===== config.mk =====
export PLATFORM = sky130hd
export DESIGN_NAME = bmr_rsp_queue
export DESIGN_NICKNAME = d
export VERILOG_FILES = /design/src/design/bmr_pkg.sv /design/src/design/bmr_rsp_queue.sv
export SDC_FILE = /design/constraint.sdc
export NUM_CORES = 1
export LEC_CHECK = 0
export BUFFER_PORTS_ARGS = -buffer_cell sky130_fd_sc_hd__buf_2
export CAP_MARGIN = 10
export CELL_PAD_IN_SITES_DETAIL_PLACEMENT = 1
export CELL_PAD_IN_SITES_GLOBAL_PLACEMENT = 1
export CORE_MARGIN = 1
export CORE_UTILIZATION = 42
export CTS_CLUSTER_SIZE = 8
export DETAILED_ROUTE_END_ITERATION = 16
export PLACE_DENSITY = 0.77
export SLEW_MARGIN = 20
export SYNTH_ARGS = -nofsm -noshare
export SYNTH_HDL_FRONTEND = slang
export SYNTH_SLANG_ARGS = --single-unit

===== constraint.sdc =====
create_clock -name clock -period 2.02 [get_ports clock]
set_input_delay 0.202 -clock clock [delete_from_list [all_inputs] [get_ports clock]]
set_output_delay 0.202 -clock clock [all_outputs]
set_load 0.01 [all_outputs]

===== src/design/bmr_pkg.sv =====
// Shared types and constants for the button macro record/replay unit.
package bmr_pkg;

   localparam int MACRO_DEPTH = 256;
   localparam int IDX_W = $clog2(MACRO_DEPTH);
   localparam int CNT_W = $clog2(MACRO_DEPTH + 1);

   localparam logic [15:0] LONG_PRESS_RESET = 16'd1000;

   typedef struct packed {
      logic [31:0] now_ms;
      logic [15:0] buttons;
      logic        macro_key;
   } req_type;

   typedef struct packed {
      logic [15:0] pad_buttons;
      logic        is_recording;
      logic        is_playing;
      logic        entry_dropped;
   } rsp_type;

   typedef struct packed {
      logic [15:0] buttons;
      logic [31:0] duration;
   } entry_type;

endpackage


===== src/design/bmr_rsp_queue.sv =====
// Two-entry response queue between the update logic and the rsp channel.
module bmr_rsp_queue (
   input  logic             clock,
   input  logic             reset,
   input  logic             push,
   input  bmr_pkg::rsp_type push_data,
   output logic             full,
   output logic             rsp_valid,
   input  logic             rsp_ready,
   output bmr_pkg::rsp_type rsp_payload
);
   import bmr_pkg::*;

   rsp_type    slot_ff [2];
   logic       wr_ptr_ff;
   logic       rd_ptr_ff;
   logic [1:0] count_ff;
   logic       pop;

   assign full        = (count_ff == 2'd2);
   assign rsp_valid   = (count_ff != 2'd0);
   assign rsp_payload = slot_ff[rd_ptr_ff];
   assign pop         = rsp_valid && rsp_ready;

   always_ff @(posedge clock) begin
      if (push) begin
         slot_ff[wr_ptr_ff] <= push_data;
      end
   end

   always_ff @(posedge clock) begin
      if (reset) begin
         wr_ptr_ff <= 1'b0;
         rd_ptr_ff <= 1'b0;
         count_ff  <= 2'd0;
      end else begin
         if (push) begin
            wr_ptr_ff <= ~wr_ptr_ff;
         end
         if (pop) begin
            rd_ptr_ff <= ~rd_ptr_ff;
         end
         case ({push, pop})
            2'b10:   count_ff <= count_ff + 2'd1;
            2'b01:   count_ff <= count_ff - 2'd1;
            default: count_ff <= count_ff;
         endcase
      end
   end

endmodule


# Yosys cells after proc, flatten, opt, wreduce, memory -nomap -nowiden
# Memories as Yosys holds them, arrays and structs flattened. A register that Yosys moved wholly into a read port is not among the register bits.
# Index checks and enable logic that the tools add are counted.
# Widths: inputs -> output; s select.
dict set report word_totals {
  memories 1
  latchBits 0
  ff_bits 4
  mem_bits_rw 38
  elab_cells 19
  output_inout_bits 21
  rom_bits 0
  input_bits 23
}
# memory depth width read_ports rd_clocked_by_memory_dff wr line
set mem_list {}
lappend mem_list {slot_ff 2 19 1 1 1 bmr_rsp_queue.sv:14} ;# rsp_type slot_ff [2];
dict set report op_classes {
  mul 0
  n_addsub 2
  order_cmp 0
  n_eq_ne 3
  n_bitwise 2
  mux 5
  reduce_logical 3
  n_div 0
  n_shift 0
}
# cell count
set op_table {}
lappend op_table {{$eq 2x2->1 const B} 2}
lappend op_table {{$mux 1} 4}
lappend op_table {{$pmux 2 s2} 1}
lappend op_table {{$reduce_bool 2->1} 2}
lappend op_table {{$add 2x1->2 const B} 1}
lappend op_table {{$eq 2x1->1 const B} 1}
lappend op_table {{$not 1->1} 2}
lappend op_table {{$sub 2x1->2 const B} 1}
lappend op_table {{$logic_and 1x1->1} 1}

# Depth between registers and ports, before layout
# Gate-level depths: netlist (run 1).
dict set report depth {
  word_depth 4
  depth_mapped 5
}

# Least setup slack after synthesis (run 1)
# Ideal clock, no wire load.
dict set report synth_path {
  path_kind {flip-flop to flip-flop}
  from {register wr_ptr_ff}
  to {memory slot_ff[0][0] (netlist name) (enable)}
  path_stages_with_launch 2
  arrival_time_ps 1148
  period_less_slack_ps 1543
  n_path_buf 0
  setup_ps 395
  slack_ps 477
  path_cell_list {dfxtp_1 nor2_1}
}
# item line
set synth_rtl {}
lappend synth_rtl {{from (decl)} bmr_rsp_queue.sv:15} ;# logic wr_ptr_ff;
lappend synth_rtl {{from (signal assigned)} bmr_rsp_queue.sv:38} ;# wr_ptr_ff <= ~wr_ptr_ff;
lappend synth_rtl {{to (decl)} bmr_rsp_queue.sv:14}
# Straight into the memory's write port.

==> metrics.md, run 1 <==
| Metric | Value |
|---|---|
| Status | finished clean |
| Filler cells | 343 |
| Die height | between 60 and 70 um |
| Initial antenna violation count | 0 |
| Lkg Pwr | between 0.7 and 0.8 nW |
| Syn Nets | approximately 110 |
| Cell Area, Placed | approximately 1900 sq um |
| Critical Path AT | between 1 and 1.5 ns |
| Bufs on Longest Clock Path | 2 |
| Final TNS setup | 0 ns |
| Cell family with most CP delay | multiplexers |
| Starting Density | a little under half |
| Post CTS Setup Buffer Count | 0 |
| Buffers on Ports | 43 |
| Die Wd | 63.4 um |
| Largest net degree at the start of global routing | 15 |
| Register area | roughly 1200 sq um |
| First-pass GRT wire length | ~4600 um |
| Standard-cell rows | 21 |
| Final min period | roughly 1.5 ns |
| Io pins | between 40 and 50 |
| Max Clock Freq | roughly 660 MHz |
| CP Launch Type | register |
| Fin. Hold Viols | 0 |
| Non-Filler Instances | 181 |
| Routed WL | 2800 um |
| Number of library cell types mapped by synthesis | 17 |
| Tightest Pin Transition | between 0.3 and 0.4 ns |
| Slew Limit Fails | 0 |
| Post-route antenna net violation count | 0 |
| Vias in the first global route | between 900 and 1000 |
| CP max-delay cell | mux2_2 |
| Max-cap violations | 0 |
| Post-Syn Area | ~1600 sq um |
| Hold Startpoint | push_data[18] |
| Reg clk slew, reported paths | 0.07 ns |
| Worst-path cell chain | buf_4, mux2_2, buf_2 |
| Critical path's largest stage delay | ~0.35 ns |
| Layout cells sized above 1 | 56.3% |
| Sequential share of the synthesized area | between 70% and 80% |
| Routed length per instance | ~15 um |
| Iter 0 DRT Violations | 20 |
| Endpoint class of the critical path | output port |
| RSZ-0062 raised after global routing | no |
| Cts repair resizes | 0 |
| DR vias/cell | approximately 4.8 |
| Crit-path max FO | 10 |
| Dpl hpwl | 1970 um |
| Clock Root Buffer | clkbuf_8 |
| Hold WC Path Type | input port to register |
| Tcrit/Tclk final | 75.5% |
| First-pass DRT Iterations | 4 |
| Clock Skew | between 0.002 and 0.003 ns |
| # setup viols final | 0 |
| Die area | 4020 sq um |
| Area occupied by multi-input gates | approximately 330 sq um |
| Hold WS | between 0.09 and 0.1 ns |
| Post-route cell area | around 2000 sq um |
| Post-Syn Area per Cell | around 19 sq um |
| CTS tree | yes |
| Gp weighted congestion | approximately 0.60 |
| Peak supply drop | ~0.00068 V |
| Synth Register Bits | 43 |
| Sink Count | 43 |
| Slew HR | between 70% and 80% |
| Overall Global Routing Usage | roughly 16% |
| Layout Nets | between 150 and 200 |
| R2r startpoint | count_ff[0] |
| Synth-to-layout area growth | 26.9% |
| Via count | 872 |
| CP Buf/Inv Count | 2 |
| PD cells | 1200 nW/um^2 |
| Data required, critical path | between 1.5 and 2 ns |
| Placed insts | 173 |
| Synth warn | 0 |
| Drc violations | 0 |
| Synth Instances | between 80 and 90 |
| Worst Path Class, Setup | register to output port |
| Final Power | roughly 2.4 mW |
| Antenna fix cells | 0 |
| Grt ovf | 0 |
| Hold Buf Count CTS | 0 |
| Core area | approximately 3500 sq um |
| Worst-Skew Late Latency | 0.29 ns |
| CTS Buf Count | 5 |
| H-tree Lvls | 2 |
-- layout make-up --
cell class,count,area share (%)
clock buffer,6,3.61
clock inverter,2,2.99
inverter,1,0.187
multi-input combinational,36,16.3
sequential,43,61.8
tap,46,2.87
timing repair buffer,47,12.2
-- kinds of logic (layout without fill, tap and decap cells) --
| logic type | after synthesis | in the layout | synth area share, % |
|---|---|---|---|
| and+or+nand+nor | 9 | 9 | 2.93 |
| muxes | 19 | 19 | 13.5 |
| adders and majority gates | 1 | 1 | 0.790 |
| xor gates and xnor gates | 4 | 4 | 2.21 |
| buffers and inverters | 3 | 56 | 1.03 |
| AOI/OAI and AO/OA | 3 | 3 | 1.11 |
| DFF | 43 | 43 | 78.4 |
-- sequential cells by signal, indices dropped and copies added, names as in the netlist, named ones only --
| register | count |
|---|---|
| rd_ptr_ff | 1 |
| wr_ptr_ff | 1 |
| slot_ff | 38 |
| count_ff | 2 |
-- cells in the final DEF (no fill, tap or decap) --
cell and instances:
o21ai_0 1, mux2_2 19, a21oi_1 1, clkbuf_1 1, edfxtp_1 38, and2_1 1, buf_2 43, ha_1 1
nor2_2 1, or3_1 1, xor2_1 1, inv_1 1, clkbuf_8 5, or2_2 1, nor2_1 4, o21a_1 1
xnor2_1 3, dfxtp_1 5, buf_4 4, and2b_2 1, bufinv_16 2
-- per-stage QoR --
step / worst slack [ns] / util [%]
2_1_floorplan: 0.477 / -
3_3_place_gp: 0.646 / 54.1
3_5_place_dp: 0.585 / 54.1
4_1_cts: 0.463 / 57.9
5_1_grt: 0.413 / 57.9
6_report: 0.494 / 57.9
-- path summary, 6_finish.rpt --
| check | end | slack [ns] | depth (start not counted) |
|---|---|---|---|
| worst max-delay path | rsp_payload[3] | 0.49 | 3 |
| worst min-delay path | slot_ff[0][18] | 0.1 | 1 |
| worst max register to register | count_ff[1] | 0.58 | 4 |
| worst min register to register | count_ff[1] | 0.53 | 2 |
-- routing by layer --
metal | part of all wire [%] | up-vias | GRT usage (%)
met2 | 53 | 30 | 27.0
met1 | 39 | 425 | 17.8
met3 | 6.6 | 6 | 7.25
li1 | - | 411 | -
met5 | 0 | - | 0
met4 | 1.6 | 0 | 6.82
-- worst reg2reg max path: cells and delay by family (launching register included) --
kind | cells | cell delay [ns]
adder cells (fa/ha/maj) | 1 | 0.32
AND/OR/NAND/NOR | 1 | 0.35
flip-flops | 1 | 0.36
AO/OA/AOI/OAI | 2 | 0.35
-- synthesized netlist by cell type --
cell	n	share of area, %
or3_1	1	0.40
o21ai_0	1	0.32
edfxtp_1	38	72
dfxtp_1	5	6.3
xnor2_1	3	1.7
and2b_2	1	0.55
ha_1	1	0.79
a21oi_1	1	0.32
inv_1	1	0.24
and2_1	1	0.40
buf_2	1	0.32
xor2_1	1	0.55
or2_2	1	0.40
buf_4	1	0.47
nor2_1	5	1.2
o21a_1	1	0.47
mux2_2	19	14
-- power breakdown --
group | internal (mW) | switching, mW | leakage [nW]
Sequential | 1.05 | 0.0411 | 0.398
Combinational | 0.286 | 0.267 | 0.313
Clock | 0.494 | 0.272 | 0.0654
Total | 1.83 | 0.580 | 0.777
(Power assumes the default switching activity.)
==> run 2: changes to the inputs <==
Settings changed: CORE_UTILIZATION 42 to 38, PLACE_DENSITY 0.77 to 0.74.
Clock period 2.02 ns to 1.35 ns, I/O delays scaled along.
==> run 2 against run 1 <==
  * The flow now finishes with violations (setup timing)
  * Combinational power grew 140%
  * Core utilization shrank 1.9 points
  * Critical path depth is the same
  * Global-route usage shrank 0.70 points
  * Clock skew is essentially flat
  * Count of clock-buffer cells in the layout shrank 1
  * Flip-flop and latch count is the same
  * Sequential share of layout area shrank 6.2 points
  * Wire length grew 7.4%
  * Critical path type unchanged
==> metrics.md, run 2 (synthesis results as in run 1) <==
| Metric | Value |
|---|---|
| Sink Count | 43 |
| Crit-path max FO | 7 |
| Hold Buf Count CTS | 0 |
| Area occupied by multi-input gates | around 400 sq um |
| Largest net degree at the start of global routing | 14 |
| Dpl hpwl | approximately 2100 um |
| Reg clk slew, reported paths | 0.08 ns |
| Antenna fix cells | 0 |
| CTS tree | yes |
| PD cells | 1660 nW/um^2 |
| Worst Path Class, Setup | register to output port |
| Hold WC Path Type | input port to register |
| Largest register FFs | 38 |
| Die area | approximately 4400 sq um |
| Bufs on Longest Clock Path | 2 |
| Fin. Hold Viols | 0 |
| Failing checks | setup timing |
| Clock Skew | around 0.0026 ns |
| Data required, critical path | 1.22 ns |
| Tcrit/Tclk final | 103% |
| Die Wd | 66.5 um |
| RSZ-0062 raised after global routing | yes |
| Layout Nets | between 150 and 200 |
| Filler cells | about 380 |
| Worst-Skew Late Latency | ~0.29 ns |
| DR vias/cell | 4.59 |
| CTS Buf Count | 5 |
| First-pass GRT wire length | 4660 um |
| Most frequent cells in the layout | edfxtp_1 (38), buf_2 (24), mux2_4 (19), buf_6 (19), buf_4 (8) |
| Synth-to-layout area growth | 41.5% |
| Buffers on Ports | 43 |
| Peak supply drop | between 0.0008 and 0.0009 V |
| Via count | 882 |
| First-pass DRT Iterations | 4 |
| Starting Density | 39.6% |
| Routed WL | 3010 um |
| Iter 0 DRT Violations | slightly below 70 |
| Layout cells sized above 1 | approximately three fifths |
| Non-Filler Instances | 192 |
| Slew Limit Fails | 0 |
| Commonest non-fill, non-tap cell in the layout | edfxtp_1 |
| CP Launch Type | register |
| Standard-cell rows | 23 |
| Critical Path AT | ~1.3 ns |
| Endpoint class of the critical path | output port |
| Die height | 66.5 um |
| Gp weighted congestion | roughly 0.63 |
| Clock Root Buffer | clkbuf_8 |
| Largest reg by FF count | slot_ff |
| Post CTS Setup Buffer Count | 0 |
| Largest registers | slot_ff x38, count_ff x2 |
| H-tree Lvls | 2 |
| Max-cap violations | 0 |
| Drc violations | 0 |
| Worst hold path cell count | 1 |
| Pre-CTS setup slack | -0.0406 ns |
| Register area | approximately 1200 sq um |
| Setup WS post-layout | -0.0366 ns |
| Status | finished, violations left |
| Max Clock Freq | 721 MHz |
| Vias in the first global route | 939 |
| Core area | roughly 4000 sq um |
| Overall Global Routing Usage | between 10% and 20% |
| Slew HR | a little under nine tenths |
| Post-route antenna net violation count | 0 |
| Grt ovf | 0 |
| Tightest Pin Transition | between 0.2 and 0.25 ns |
| Placed insts | between 150 and 200 |
| Worst-case reg-to-reg path depth | 5 |
| # setup viols final | 20 |
| Lkg Pwr | 0.906 nW |
| Initial antenna violation count | 0 |
| Final min period | 1.39 ns |
| Io pins | 44 |
| Routed length per instance | 15.7 um |
==> run 2: changes by cell type in the layout (fill, tap and decap cells not counted), sizes merged <==
cell | previous run | this run
clkbuf | 6 | 5
buf | 47 | 54
clkinv | 0 | 3
bufinv | 2 | 0
==> run 2: worst max-delay path: stages, from the launching register on <==
cell,delay [ns]
dfxtp_4,0.38
buf_8,0.15
mux2_4,0.31
buf_6,0.12
==> run 2: through the flow <==
stage          utilization, %  hold WS, ns  area, sq um  total power, mW  setup TNS, ns
2_1_floorplan               -        0.204         1590             2.20              0
3_3_place_gp             48.1        0.323         1930             2.53              0
3_5_place_dp             48.1        0.326         1930             2.58        -0.0406
4_1_cts                  56.0       0.0224         2240             3.76         -0.919
5_1_grt                  56.0       0.0138         2240             3.93          -1.45
6_report                 56.0       0.0334         2240             3.72         -0.534
==> run 2: timing repair <==
action / CTS / global route
resized for setup: 49 / 1
hold endpoints to repair: 0 / 0
pin swaps: 1 / 0
setup endpoints to repair: 20 / 20
cloned: 1 / 0
==> run 2: cell type report <==
class                           instances  area share, %
Clock buffer                            5           3.07
Clock inverter                          3          0.670
Inverter                                1          0.168
Multi-Input combinational cell         36           18.1
Sequential cell                        43           55.6
Tap cell                               50           2.79
Timing Repair Buffer                   54           19.6
==> run 2: worst paths after layout <==
kind / startpoint / to / slack [ns]
hold / removal: push_data[4] / slot_ff[0][4] / 0.03
setup / recovery: register / rsp_payload[14] / -0.04
hold reg to reg: rd_ptr_ff / rd_ptr_ff / 0.54
setup reg to reg: count_ff[1] / count_ff[1] / -0.02
==> run 2: power breakdown <==
group / internal, mW / leakage [nW] / total, mW / switching, mW
clock network: 0.353 / 0.0477 / 0.757 / 0.403
registers: 1.58 / 0.399 / 1.65 / 0.0649
logic: 0.801 / 0.460 / 1.31 / 0.513
==> run 2: routing by layer <==
metal | vias up | global-route usage, % | wire, um
met5 | - | 0 | 0
met4 | 0 | 6.38 | 47
met3 | 5 | 5.14 | 131
met2 | 32 | 26.9 | 1640
met1 | 421 | 17.3 | 1200
li1 | 424 | - | -
